<file path="config.mk">
export PLATFORM = sky130hd
export DESIGN_NAME = alarm_notification_sequencer_top
export DESIGN_NICKNAME = d
export VERILOG_FILES = /design/src/design/ans_pkg.sv /design/src/design/ans_front.sv /design/src/design/ans_queue.sv /design/src/design/ans_back.sv /design/src/design/alarm_notification_sequencer_top.sv
export VERILOG_INCLUDE_DIRS = /design/src /design/src/design
export SDC_FILE = /design/constraint.sdc
export NUM_CORES = 1
export LEC_CHECK = 0
export BUFFER_PORTS_ARGS = -buffer_cell sky130_fd_sc_hd__buf_4
export CORE_ASPECT_RATIO = 2
export CORE_MARGIN = 2
export CORE_UTILIZATION = 65
export CTS_CLUSTER_DIAMETER = 60
export DETAILED_ROUTE_END_ITERATION = 10
export PLACE_DENSITY = 0.84
export SYNTH_ARGS = -nofsm -noshare
export SYNTH_HDL_FRONTEND = slang
export SYNTH_HIERARCHICAL = 1
export SYNTH_SLANG_ARGS = --single-unit
</file>
<file path="constraint.sdc">
create_clock -name clk -period 21.8 [get_ports clk]
set_clock_uncertainty 0.05 [all_clocks]
set_input_delay 4.36 -clock clk [delete_from_list [all_inputs] [get_ports clk]]
set_output_delay 4.36 -clock clk [all_outputs]
set_load 0.01 [all_outputs]
</file>
<file path="src/design/alarm_notification_sequencer_top_defines.svh">
// Assertion macros for the alarm notification sequencer RTL
`ifndef ALARM_NOTIFICATION_SEQUENCER_TOP_DEFINES_SVH
`define ALARM_NOTIFICATION_SEQUENCER_TOP_DEFINES_SVH

// clocked check, disabled while reset is asserted
`define ANS_ASSERT(label, prop, msg) \
  label: assert property (@(posedge clk) disable iff (!rst_n) (prop)) else $error(msg);

// clocked check, active during reset too
`define ANS_ASSERT_ALWAYS(label, prop, msg) \
  label: assert property (@(posedge clk) (prop)) else $error(msg);

`endif

</file>
<file path="src/design/ans_pkg.sv">
// Types and constants for the alarm notification sequencer
package ans_pkg;

  localparam int unsigned ANS_QUEUE_DEPTH = 2;
  localparam int unsigned ANS_INTERVAL_W  = 27;
  localparam logic [ANS_INTERVAL_W-1:0] ANS_MS_PER_MINUTE = ANS_INTERVAL_W'(60000);
  localparam logic [15:0] ANS_COUNT_MAX = 16'hFFFF;
  localparam logic [2:0]  ANS_TYPE_NONE = 3'd0;

  typedef enum logic [1:0] {
    KIND_STARTED = 2'd0,
    KIND_REPEAT  = 2'd1,
    KIND_CLEARED = 2'd2
  } ans_kind_t;

  typedef struct packed {
    logic [31:0] now_ms;
    logic        alarm_active;
    logic [2:0]  alarm_type;
  } ans_in_t;

  typedef struct packed {
    logic [1:0]  event_kind;
    logic [2:0]  event_type;
    logic [15:0] notice_count;
    logic        last_of_run;
  } ans_out_t;

  typedef struct packed {
    ans_kind_t   kind;
    logic [2:0]  evt_type;
    logic [15:0] count;
  } ans_event_t;

  // one queued transaction: one or two events from a single update
  typedef struct packed {
    logic       two;
    ans_event_t ev0;
    ans_event_t ev1;
  } ans_entry_t;

  typedef struct packed {
    logic       valid;
    ans_entry_t entry;
  } ans_head_t;

endpackage

</file>
<file path="src/design/ans_front.sv">
// Front end: accepts updates, tracks alarm state, classifies into events
module ans_front (
  input  logic                          clk,
  input  logic                          rst_n,
  input  logic                          run,
  input  logic                          in_valid,
  output logic                          in_ready,
  input  ans_pkg::ans_in_t              in_data,
  input  logic                          cfg_valid,
  output logic                          cfg_ready,
  input  logic [10:0]                   cfg_data,
  input  logic                          q_full,
  output logic                          push,
  output ans_pkg::ans_entry_t           push_entry
);
  import ans_pkg::*;

  logic                      was_active_r, was_active_nxt;
  logic [2:0]                prior_type_r, prior_type_nxt;
  logic [31:0]               last_time_r, last_time_nxt;
  logic [15:0]               count_r, count_nxt;
  logic [ANS_INTERVAL_W-1:0] interval_r;

  logic        accept;
  logic        has_event;
  logic [2:0]  cur_type;
  logic [31:0] elapsed;
  logic        due;
  logic [15:0] count_inc;

  assign in_ready  = run & ~q_full;
  assign cfg_ready = run;
  assign accept    = in_valid & in_ready;

  assign cur_type  = in_data.alarm_active ? in_data.alarm_type : ANS_TYPE_NONE;
  assign elapsed   = in_data.now_ms - last_time_r;
  assign due       = elapsed >= {{(32-ANS_INTERVAL_W){1'b0}}, interval_r};
  assign count_inc = (count_r < ANS_COUNT_MAX) ? count_r + 16'd1 : count_r;

  always_comb begin
    has_event        = 1'b0;
    push_entry       = '0;
    push_entry.ev0   = '{kind: KIND_STARTED, evt_type: cur_type, count: 16'd1};
    push_entry.ev1   = '{kind: KIND_STARTED, evt_type: cur_type, count: 16'd1};
    count_nxt        = count_r;
    last_time_nxt    = last_time_r;
    priority if (in_data.alarm_active && !was_active_r) begin
      has_event     = 1'b1;
      count_nxt     = 16'd1;
      last_time_nxt = in_data.now_ms;
    end else if (in_data.alarm_active && cur_type != prior_type_r) begin
      has_event      = 1'b1;
      push_entry.two = 1'b1;
      push_entry.ev0 = '{kind: KIND_CLEARED, evt_type: prior_type_r, count: count_r};
      count_nxt      = 16'd1;
      last_time_nxt  = in_data.now_ms;
    end else if (in_data.alarm_active) begin
      if (due) begin
        has_event      = 1'b1;
        push_entry.ev0 = '{kind: KIND_REPEAT, evt_type: cur_type, count: count_inc};
        count_nxt      = count_inc;
        last_time_nxt  = in_data.now_ms;
      end
    end else if (was_active_r) begin
      has_event      = 1'b1;
      push_entry.ev0 = '{kind: KIND_CLEARED, evt_type: prior_type_r, count: count_r};
      count_nxt      = 16'd0;
      last_time_nxt  = 32'd0;
    end
    was_active_nxt = in_data.alarm_active;
    prior_type_nxt = cur_type;
  end

  assign push = accept & has_event;

  always_ff @(posedge clk) begin
    if (!rst_n) begin
      was_active_r <= 1'b0;
      prior_type_r <= ANS_TYPE_NONE;
      last_time_r  <= 32'd0;
      count_r      <= 16'd0;
      interval_r   <= '0;
    end else begin
      if (accept) begin
        was_active_r <= was_active_nxt;
        prior_type_r <= prior_type_nxt;
        last_time_r  <= last_time_nxt;
        count_r      <= count_nxt;
      end
      if (cfg_valid && cfg_ready) begin
        interval_r <= ANS_INTERVAL_W'(cfg_data) * ANS_MS_PER_MINUTE;
      end
    end
  end

endmodule

</file>
<file path="src/design/ans_queue.sv">
// Small FIFO of classified transactions between front and back ends
`include "alarm_notification_sequencer_top_defines.svh"
module ans_queue #(
  parameter int unsigned DEPTH = ans_pkg::ANS_QUEUE_DEPTH
) (
  input  logic                clk,
  input  logic                rst_n,
  input  logic                push,
  input  ans_pkg::ans_entry_t push_entry,
  output logic                full,
  input  logic                pop,
  output ans_pkg::ans_head_t  head
);
  import ans_pkg::*;

  localparam int unsigned PTR_W = (DEPTH > 1) ? $clog2(DEPTH) : 1;
  localparam int unsigned CNT_W = $clog2(DEPTH + 1);

  ans_entry_t       mem_r [DEPTH];
  logic [PTR_W-1:0] wr_ptr_r, rd_ptr_r;
  logic [CNT_W-1:0] count_r;

  function automatic logic [PTR_W-1:0] ptr_inc(input logic [PTR_W-1:0] p);
    ptr_inc = (p == PTR_W'(DEPTH - 1)) ? '0 : p + 1'b1;
  endfunction

  assign full       = count_r == CNT_W'(DEPTH);
  assign head.valid = count_r != '0;
  assign head.entry = mem_r[rd_ptr_r];

  always_ff @(posedge clk) begin
    if (push) begin
      mem_r[wr_ptr_r] <= push_entry;
    end
  end

  always_ff @(posedge clk) begin
    if (!rst_n) begin
      wr_ptr_r <= '0;
      rd_ptr_r <= '0;
      count_r  <= '0;
    end else begin
      if (push) wr_ptr_r <= ptr_inc(wr_ptr_r);
      if (pop)  rd_ptr_r <= ptr_inc(rd_ptr_r);
      if (push && !pop)      count_r <= count_r + 1'b1;
      else if (pop && !push) count_r <= count_r - 1'b1;
    end
  end

  `ANS_ASSERT(a_no_push_full, !(push && full), "queue push while full")
  `ANS_ASSERT(a_no_pop_empty, !(pop && !head.valid), "queue pop while empty")
  `ANS_ASSERT(a_count_up, (push && !pop) |=> (count_r == $past(count_r) + 1'b1), "count slip")
  `ANS_ASSERT(a_count_bound, count_r <= CNT_W'(DEPTH), "queue count overflow")
  `ANS_ASSERT_ALWAYS(a_reset_empty, !rst_n |=> (count_r == '0), "queue not empty after reset")

endmodule

</file>
<file path="src/design/ans_back.sv">
// Back end: drains queued transactions into the registered result port
module ans_back (
  input  logic               clk,
  input  logic               rst_n,
  input  ans_pkg::ans_head_t head,
  output logic               pop,
  output logic               out_valid,
  input  logic               out_ready,
  output ans_pkg::ans_out_t  out_data
);
  import ans_pkg::*;

  logic       out_valid_r;
  ans_out_t   out_data_r;
  logic       phase_r;
  logic       load;
  logic       last;
  ans_event_t ev;

  assign load = head.valid & (~out_valid_r | out_ready);
  assign ev   = phase_r ? head.entry.ev1 : head.entry.ev0;
  assign last = ~head.entry.two | phase_r;
  assign pop  = load & last;

  assign out_valid = out_valid_r;
  assign out_data  = out_data_r;

  always_ff @(posedge clk) begin
    if (load) begin
      out_data_r.event_kind   <= ev.kind;
      out_data_r.event_type   <= ev.evt_type;
      out_data_r.notice_count <= ev.count;
      out_data_r.last_of_run  <= last;
    end
  end

  always_ff @(posedge clk) begin
    if (!rst_n) begin
      out_valid_r <= 1'b0;
      phase_r     <= 1'b0;
    end else begin
      if (load) begin
        out_valid_r <= 1'b1;
        phase_r     <= ~last;
      end else if (out_ready) begin
        out_valid_r <= 1'b0;
      end
    end
  end

endmodule

</file>
<file path="src/design/alarm_notification_sequencer_top.sv">
// Top level of the alarm notification sequencer
//
//  channel | direction | payload          | handshake
//  in_     | input     | ans_in_t update  | in_valid / in_ready
//  out_    | output    | ans_out_t event  | out_valid / out_ready
//  cfg_    | input     | repeat_minutes   | cfg_valid / cfg_ready
//
// An update producing at most one event is taken every cycle while the transaction
// queue has room; a type change yields two events and occupies the back end for both.
// Results pass through the transaction queue and then the registered output port.
// Reset: synchronous, active low; all ports ready in the cycle after release.
// Stalls on out_ready back up through the transaction queue to in_ready.
module alarm_notification_sequencer_top #(
  parameter int unsigned QUEUE_DEPTH = ans_pkg::ANS_QUEUE_DEPTH
) (
  input  logic              clk,
  input  logic              rst_n,
  input  logic              in_valid,
  output logic              in_ready,
  input  ans_pkg::ans_in_t  in_data,
  output logic              out_valid,
  input  logic              out_ready,
  output ans_pkg::ans_out_t out_data,
  input  logic              cfg_valid,
  output logic              cfg_ready,
  input  logic [10:0]       cfg_data
);
  import ans_pkg::*;

  logic       run_r;
  logic       push;
  logic       pop;
  logic       q_full;
  ans_entry_t push_entry;
  ans_head_t  head;

  always_ff @(posedge clk) begin
    if (!rst_n) begin
      run_r <= 1'b0;
    end else begin
      run_r <= 1'b1;
    end
  end

  ans_front u_front (
    .clk        (clk),
    .rst_n      (rst_n),
    .run        (run_r),
    .in_valid   (in_valid),
    .in_ready   (in_ready),
    .in_data    (in_data),
    .cfg_valid  (cfg_valid),
    .cfg_ready  (cfg_ready),
    .cfg_data   (cfg_data),
    .q_full     (q_full),
    .push       (push),
    .push_entry (push_entry)
  );

  ans_queue #(
    .DEPTH (QUEUE_DEPTH)
  ) u_queue (
    .clk        (clk),
    .rst_n      (rst_n),
    .push       (push),
    .push_entry (push_entry),
    .full       (q_full),
    .pop        (pop),
    .head       (head)
  );

  ans_back u_back (
    .clk       (clk),
    .rst_n     (rst_n),
    .head      (head),
    .pop       (pop),
    .out_valid (out_valid),
    .out_ready (out_ready),
    .out_data  (out_data)
  );

endmodule

</file>
## Word-level counts from Yosys, hierarchy flattened

Memories as Yosys holds them, arrays and structs flattened. A register that Yosys moved wholly into a read port is not among the register bits.
Cells that the tools add are included.

| cells by class | value |
|---|---|
| divide/modulo/power cells | 0 |
| multiplexer cells | 35 |
| magnitude comparators | 2 |
| bitwise gates (word level) | 11 |
| reductions and logical operators | 13 |
| add/sub/neg operators | 6 |
| eq/ne operators | 3 |
| $mul | 1 |
| shift operators | 0 |

Operators by type and width:

| cell | count |
|---|---|
| $mux 32 | 5 |
| $mux 16 | 6 |
| $mux 21 | 4 |
| $ge 32x27->1 | 1 |
| $sub 32x32->32 | 1 |
| $mul 11x11->22 const B | 1 |
| $mux 22 | 1 |
| $mux 20 | 1 |
| $add 16x1->16 const B | 1 |
| $lt 16x16->1 const B | 1 |
| $mux 1 | 15 |
| $reduce_bool 2->1 | 3 |
| $and 1x1->1 | 5 |
| $logic_and 1x1->1 | 5 |
| $mux 2 | 2 |
| $ne 4x1->1 const B | 1 |
| $not 1->1 | 4 |
| $reduce_bool 4->1 | 1 |
| $logic_not 1->1 | 3 |
| $mux 3 | 1 |
| $ne 3x3->1 | 1 |
| $reduce_and 3->1 | 1 |
| $add 1x1->1 const B | 2 |
| $add 2x1->2 const B | 1 |
| 3 further kinds | 4 |

| storage, ports and cells | value |
|---|---|
| output and inout port bits | 25 |
| word-level logic and storage cells | 87 |
| memory bits (read-only) | 0 |
| memories kept | 1 |
| bits in latches | 0 |
| memory bits (writable) | 50 |
| register bits after elaboration | 103 |

Memory list:

| name | depth | width | read ports | clocked after memory_dff | write ports | RTL line | RTL |
|---|---|---|---|---|---|---|---|
| u_queue.mem_r | 2 | 25 | 1 | 1 | 1 | ans_queue.sv:19 | `ans_entry_t mem_r [DEPTH];` |

## Longest topological paths before layout

| logic depth | value |
|---|---|
| word-level depth | 11 |
| gate-level depth with buffers | 25 |
| depth with buffers taken out | 25 |

## Hierarchy

The synthesis kept the hierarchy.

Modules (own cells, without submodules):

| module | area an instance (um^2) | instances | cells each | seq. area each (um^2) |
|---|---|---|---|---|
| ans_front | 8438.1 | 1 | 1069 | 1481.4 |
| ans_queue | 3323.2 | 1 | 156 | 2682.6 |
| ans_back | 1018.5 | 1 | 58 | 700.7 |
| alarm_notification_sequencer_top | 20.0 | 1 | 1 | 20.0 |

## Worst setup path before layout

Ideal clock, no wire load.

| timing path | value |
|---|---|
| path kind | input to register |
| start point | in in_data[4] (netlist bit) |
| end point | mem u_queue/mem_r[0][0] (netlist bit), enable pin |
| cell stages on the path | 20 |
| data arrival time | 9874 ps |
| slack | 11426 ps |
| cell sequence | inv_1 ha_1 fa_1 nor2b_1 o2111a_1 nor3_2 o31a_1 o21ai_0 a21o_1 a21o_1 a41oi_1 xnor2_1 ha_1 nand3_1 a211oi_1 a21o_1 a211oi_4 and2_1 a21oi_1 nor2b_1 |

| between the ends | value |
|---|---|
| cells in the longest elaborated chain, start to end | 9 |

RTL lines:

| what | RTL line | RTL |
|---|---|---|
| start: declaration | alarm_notification_sequencer_top.sv:20 | `input ans_pkg::ans_in_t in_data,` |
| $sub 32x32->32 | ans_front.sv:36 | `assign elapsed = in_data.now_ms - last_time_r;` |
| $ge 32x27->1 | ans_front.sv:37 | `assign due = elapsed >= {{(32-ANS_INTERVAL_W){1'b0}}, interval_r};` |
| $mux 1 | ans_front.sv:58 | `if (due) begin` |
| $mux 1 | ans_front.sv:57 | `end else if (in_data.alarm_active) begin` |
| $mux 1 | ans_front.sv:51 | `end else if (in_data.alarm_active && cur_type != prior_type_r) begin` |
| $mux 1 | ans_front.sv:47 | `priority if (in_data.alarm_active && !was_active_r) begin` |
| $and 1x1->1 | ans_front.sv:74 | `assign push = accept & has_event;` |
| named net push | alarm_notification_sequencer_top.sv:31 | `logic push;` |
| $mux 1 | ans_queue.sv:32 | `if (push) begin` |
| $mux 1 (implied by the code) | ans_queue.sv:33 | `mem_r[wr_ptr_r] <= push_entry;` |
| end: declaration | ans_queue.sv:19 |  |

The timed path passes the listed nets, and every way through them passes these cells.

## Worst setup path in the final report

| timing path | value |
|---|---|
| start point | in in_data[4] (netlist bit) |
| end point | reg u_front.last_time_r[20] |

| between the ends | value |
|---|---|
| cells in the longest elaborated chain, start to end | 4 |

RTL lines:

| what | RTL line | RTL |
|---|---|---|
| $sub 32x32->32 | ans_front.sv:36 |  |
| $ge 32x27->1 | ans_front.sv:37 |  |
| $ne 4x1->1 (no source line) | -- |  |
| $reduce_and 3->1 (no source line) | -- |  |
| end signal: assignment | ans_front.sv:87 | `last_time_r <= last_time_nxt;` |
| end: declaration | ans_front.sv:20 | `logic [31:0] last_time_r, last_time_nxt;` |

No other way between the ends.
A chain may end at the register's enable or synchronous reset.

==> implementation parameters <==
Parameter                              Value

Outcome
  Run status    finished clean

Global route
  Most congested layer reported by global routing    met2
  Residual overflow from global routing    0
  Pin count of the biggest net entering global routing    45
  Met3 routing resource usage after global routing    4.509%
  Antenna violations before repair    0
  Via count of the first global-routing pass    a little under 10000
  Global-route total usage across every layer    27.07%
  Met1 Track Usage GR    25.35%
  Global-route wire length before repair    44240 um
  Met2 demand-to-capacity share in global routing    approximately 53%

Timing
  Final period util    44.18%
  Unrepaired setup endpoints after global routing    no
  Final hold violation count    0
  Time the final worst path needs with I/O delays and setup    9.631 ns
  Final count of pins violating max slew    0
  Final WS setup    12.17 ns
  Highest clock rate    approximately 0.10 GHz
  Worst rel slew slack    25.36%
  Slew at the pin with the worst max-slew slack    1.115 ns
  Setup TNS    0 ns
  Setup violators final    0

Critical path
  Critical Path AT    9.91 ns
  Cell-by-cell listing of the critical path    buf_4, inv_1, ha_1, fa_1, nor2b_1, o2111a_1, nor3_2, o31a_1, o21ai_0, a21o_1, a21o_1, a41oi_1, xnor2_1, ha_1, a21o_1, a221o_1, a21oi_1, o21ai_0, a21o_1, a211oi_4, nand3_2, o2111a_2, a22o_1
  Critical path's top delay family    compound AO/OA/AOI/OAI gates
  CP max-delay cell    o2111a_2
  Reg-to-reg setup timing slack    15.89 ns
  Number of logic stages on the critical path including buffering    23
  Launch point of the worst reg-to-reg path    u_front/last_time_r[0]$_SDFFE_PN0P_
  Kind of end point of the critical path    flop
  Critical path class    input pin to flop
  Worst reg-to-reg path cell count    21
  Reg-to-Reg End    u_front/last_time_r[20]$_SDFFE_PN0P_
  CP Launch Type    input pin
  CP dominant cell by count    a21o_1
  Max Fanout on Critical Path    35
  Max stage delay on crit path    0.75 ns
  Buffers plus inverters on the worst setup path    2
  Start point of the critical path    in_data[4]
  Capturing instance or port of the critical path    u_front/last_time_r[20]$_SDFFE_PN0P_
  Required time of the critical path    22.08 ns

Logic synthesis
  Synthesized area    0.01280 sq mm
  Syn Inst Count    approximately 1300
  Leading register cell type out of synthesis    edfxtp_1
  Number of flops mapped to enable cells by yosys    ~110
  Average cell area after synthesis    9.969 sq um
  Sequential element share of the synthesized area    38.16%
  Fraction of registers with async set or reset after synthesis    0%
  Register bit total from synthesis    190
  Yosys warning count    6
  Unique cell type count in the Yosys netlist    72

Flow run
  Max-cap violations    0

Power
  Power per cell area    94.75 mW/mm^2
  Peak supply drop    54.43 uV
  Leakage    5.633 nW

Place
  Placed instance area    around 0.013 sq mm
  Post-DP HPWL    20620 um
  RD Place Congestion    0.9604
  # port buffers    76
  Cell total after placement    1573
  Pre-CTS worst setup slack    11.78 ns

Final layout
  Fraction of final layout cells sized beyond drive strength 1    15.08%
  Non-Filler Instances    1605
  Final Cell Area    ~0.014 sq mm
  Total of fill cells in the finished design    around 1500
  Ant. Diodes    0
  Post-layout nets    1544
  Post-route core utilization    72.26%
  Area Growth Syn to Fin    9.345%

Min path
  Critical hold path startpoint    u_front/interval_r[18]$_SDFFE_PN0P_
  Path category of the worst min-delay check    flop to flop

Floorplan
  # rows    72
  Horiz. Die Dim    approximately 100 um
  I/O pin count    just under 80
  Total core area    0.01937 sq mm
  Die boundary height    just over 200 um
  Die area    0.02090 sq mm
  Initial cell density of the core    roughly two thirds

Detailed routing
  Number of design-rule violations left by the first detailed-router iteration    approximately 400
  Vias after detailed routing    9550
  DRC    0
  Final routed wirelength across all metal layers    26770 um
  DRT Pass-1 Iters    5
  Detailed-route vias per instance    5.950
  DR WL/cell    16.68 um
  Detail Route Antenna Nets    0

Clocking
  Clock transition time at the flip-flop clock pins of the worst setup and hold paths    around 0.070 ns
  Number of H-tree branching levels    4
  CTS sink cnt    between 150 and 200
  Buffer type at the clock tree root    clkbuf_16
  Number of buffers created by CTS    17
  Resized cells post-CTS    0
  Count of hold buffers inserted by post-cts repair    0
  Number of post-CTS setup repair buffers    0
  Maximum root-to-sink buffer count    2
  Worst-Skew Late Latency    0.44 ns
  Clock tree from TritonCTS    built
## layer usage
layer | share of wire [%] | vias up
li1 | - | 4643
met4 | 4.6 | 0
met2 | 58 | 240
met1 | 34 | 4586
met5 | 0 | -
met3 | 3.1 | 81
## cell usage in the layout (no fill, tap or decap), types with 53 or more instances in the layout
cell type and instances:
nand2_1 111, nor2_1 55, inv_1 130, edfxtp_1 108
o21ai_0 53, mux2_2 64, ha_1 122, dfxtp_1 81
a21oi_1 77, buf_4 85
## cell families (layout without fill, tap and decap cells)
kind of cell / count (synthesis) / count (layout) / synth area share, %
flip-flops: 190 / 190 / 38.16
multiplexers: 68 / 68 / 5.943
adder cells (fa/ha/maj): 159 / 159 / 17.71
other: 2 / 18 / 0.05867
buffers and inverters: 201 / 247 / 6.979
AND/OR/NAND/NOR: 320 / 320 / 12.24
AO/OA/AOI/OAI: 294 / 294 / 15.48
XOR/XNOR: 50 / 50 / 3.421
## cells in the mapped netlist (7+ instances only)
cell      count  area share, %
and3_1       10           0.49
o211ai_1      9           0.53
xnor2_1      35            2.4
fa_1         37            5.8
nand4_1      19           0.93
nor2b_1      10           0.49
ha_1        122             12
nand2_1     111            3.3
a31oi_1      11           0.54
a22o_1       37            2.5
dfxtp_1      82             13
a211oi_1     18            1.1
o21ai_0      53            2.1
mux2_2       64            5.6
nand3_1      36            1.4
o21a_1       12           0.70
and2_1       10           0.49
a211o_1       8           0.55
or2_2         7           0.34
clkbuf_1     32           0.94
nand2b_1      7           0.34
xor2_1       15            1.0
a21o_1       21            1.2
edfxtp_1    108             25
buf_4        23            1.3
inv_1       130            3.8
nor3_1       23           0.90
nor2_1       55            1.6
a21oi_1      77            3.0
## sequential cells by signal, indices dropped and copies added, names as in the netlist, named ones only
name / cells
u_queue/count_r: 2
run_r: 1
u_queue/mem_r: 86
u_front/interval_r: 22
u_front/prior_type_r: 3
u_queue/rd_ptr_r: 1
u_front/last_time_r: 32
u_front/count_r: 16
u_back/out_valid: 1
u_front/was_active_r: 1
u_back/phase_r: 1
u_back/out_data: 22
u_queue/wr_ptr_r: 1
## final cells by class
class                           instances  area [sq um]  area share (%)
Timing Repair Buffer                   85         638.1           4.559
Clock inverter                         13         136.4          0.9744
Inverter                              130         488.0           3.487
Tap cell                              259         324.1           2.315
Clock buffer                           19         432.9           3.093
Sequential cell                       190          4886           34.91
Multi-Input combinational cell        909          7091           50.66
## worst min path at each step
stage	end	depth (start not counted)
final	u_front/interval_r[18]$_SDFFE_PN0P_	2
after global routing	u_front/interval_r[23]$_SDFFE_PN0P_	2
after CTS	u_front/interval_r[18]$_SDFFE_PN0P_	2
after detailed placement	u_front/interval_r[22]$_SDFFE_PN0P_	2
after global placement	u_front/interval_r[24]$_SDFFE_PN0P_	2
after floorplan	u_front/interval_r[11]$_SDFFE_PN0P_	2
## worst min-delay path, delay by kind of cell (launching register included)
| family | cells | cell delay (ns) |
|---|---|---|
| DFF | 1 | 0.31 |
| and+or+nand+nor | 1 | 0.05 |
| AOI/OAI and AO/OA | 1 | 0.05 |
## power breakdown
group          internal, W  switching [W]
sequential        0.000439      0.0000171
clock             0.000160       0.000138
combinational     0.000261       0.000311
total             0.000860       0.000466
## metrics by stage
step	power, W	hold slack, ns
final	0.001326	0.4033
after global routing	0.001423	0.4328
after CTS	0.001335	0.4076
after detailed placement	0.001036	0.3972
after global placement	0.001016	0.3898
after floorplan	0.0008912	0.3819
Note: power is estimated with default switching activity, not from simulation.
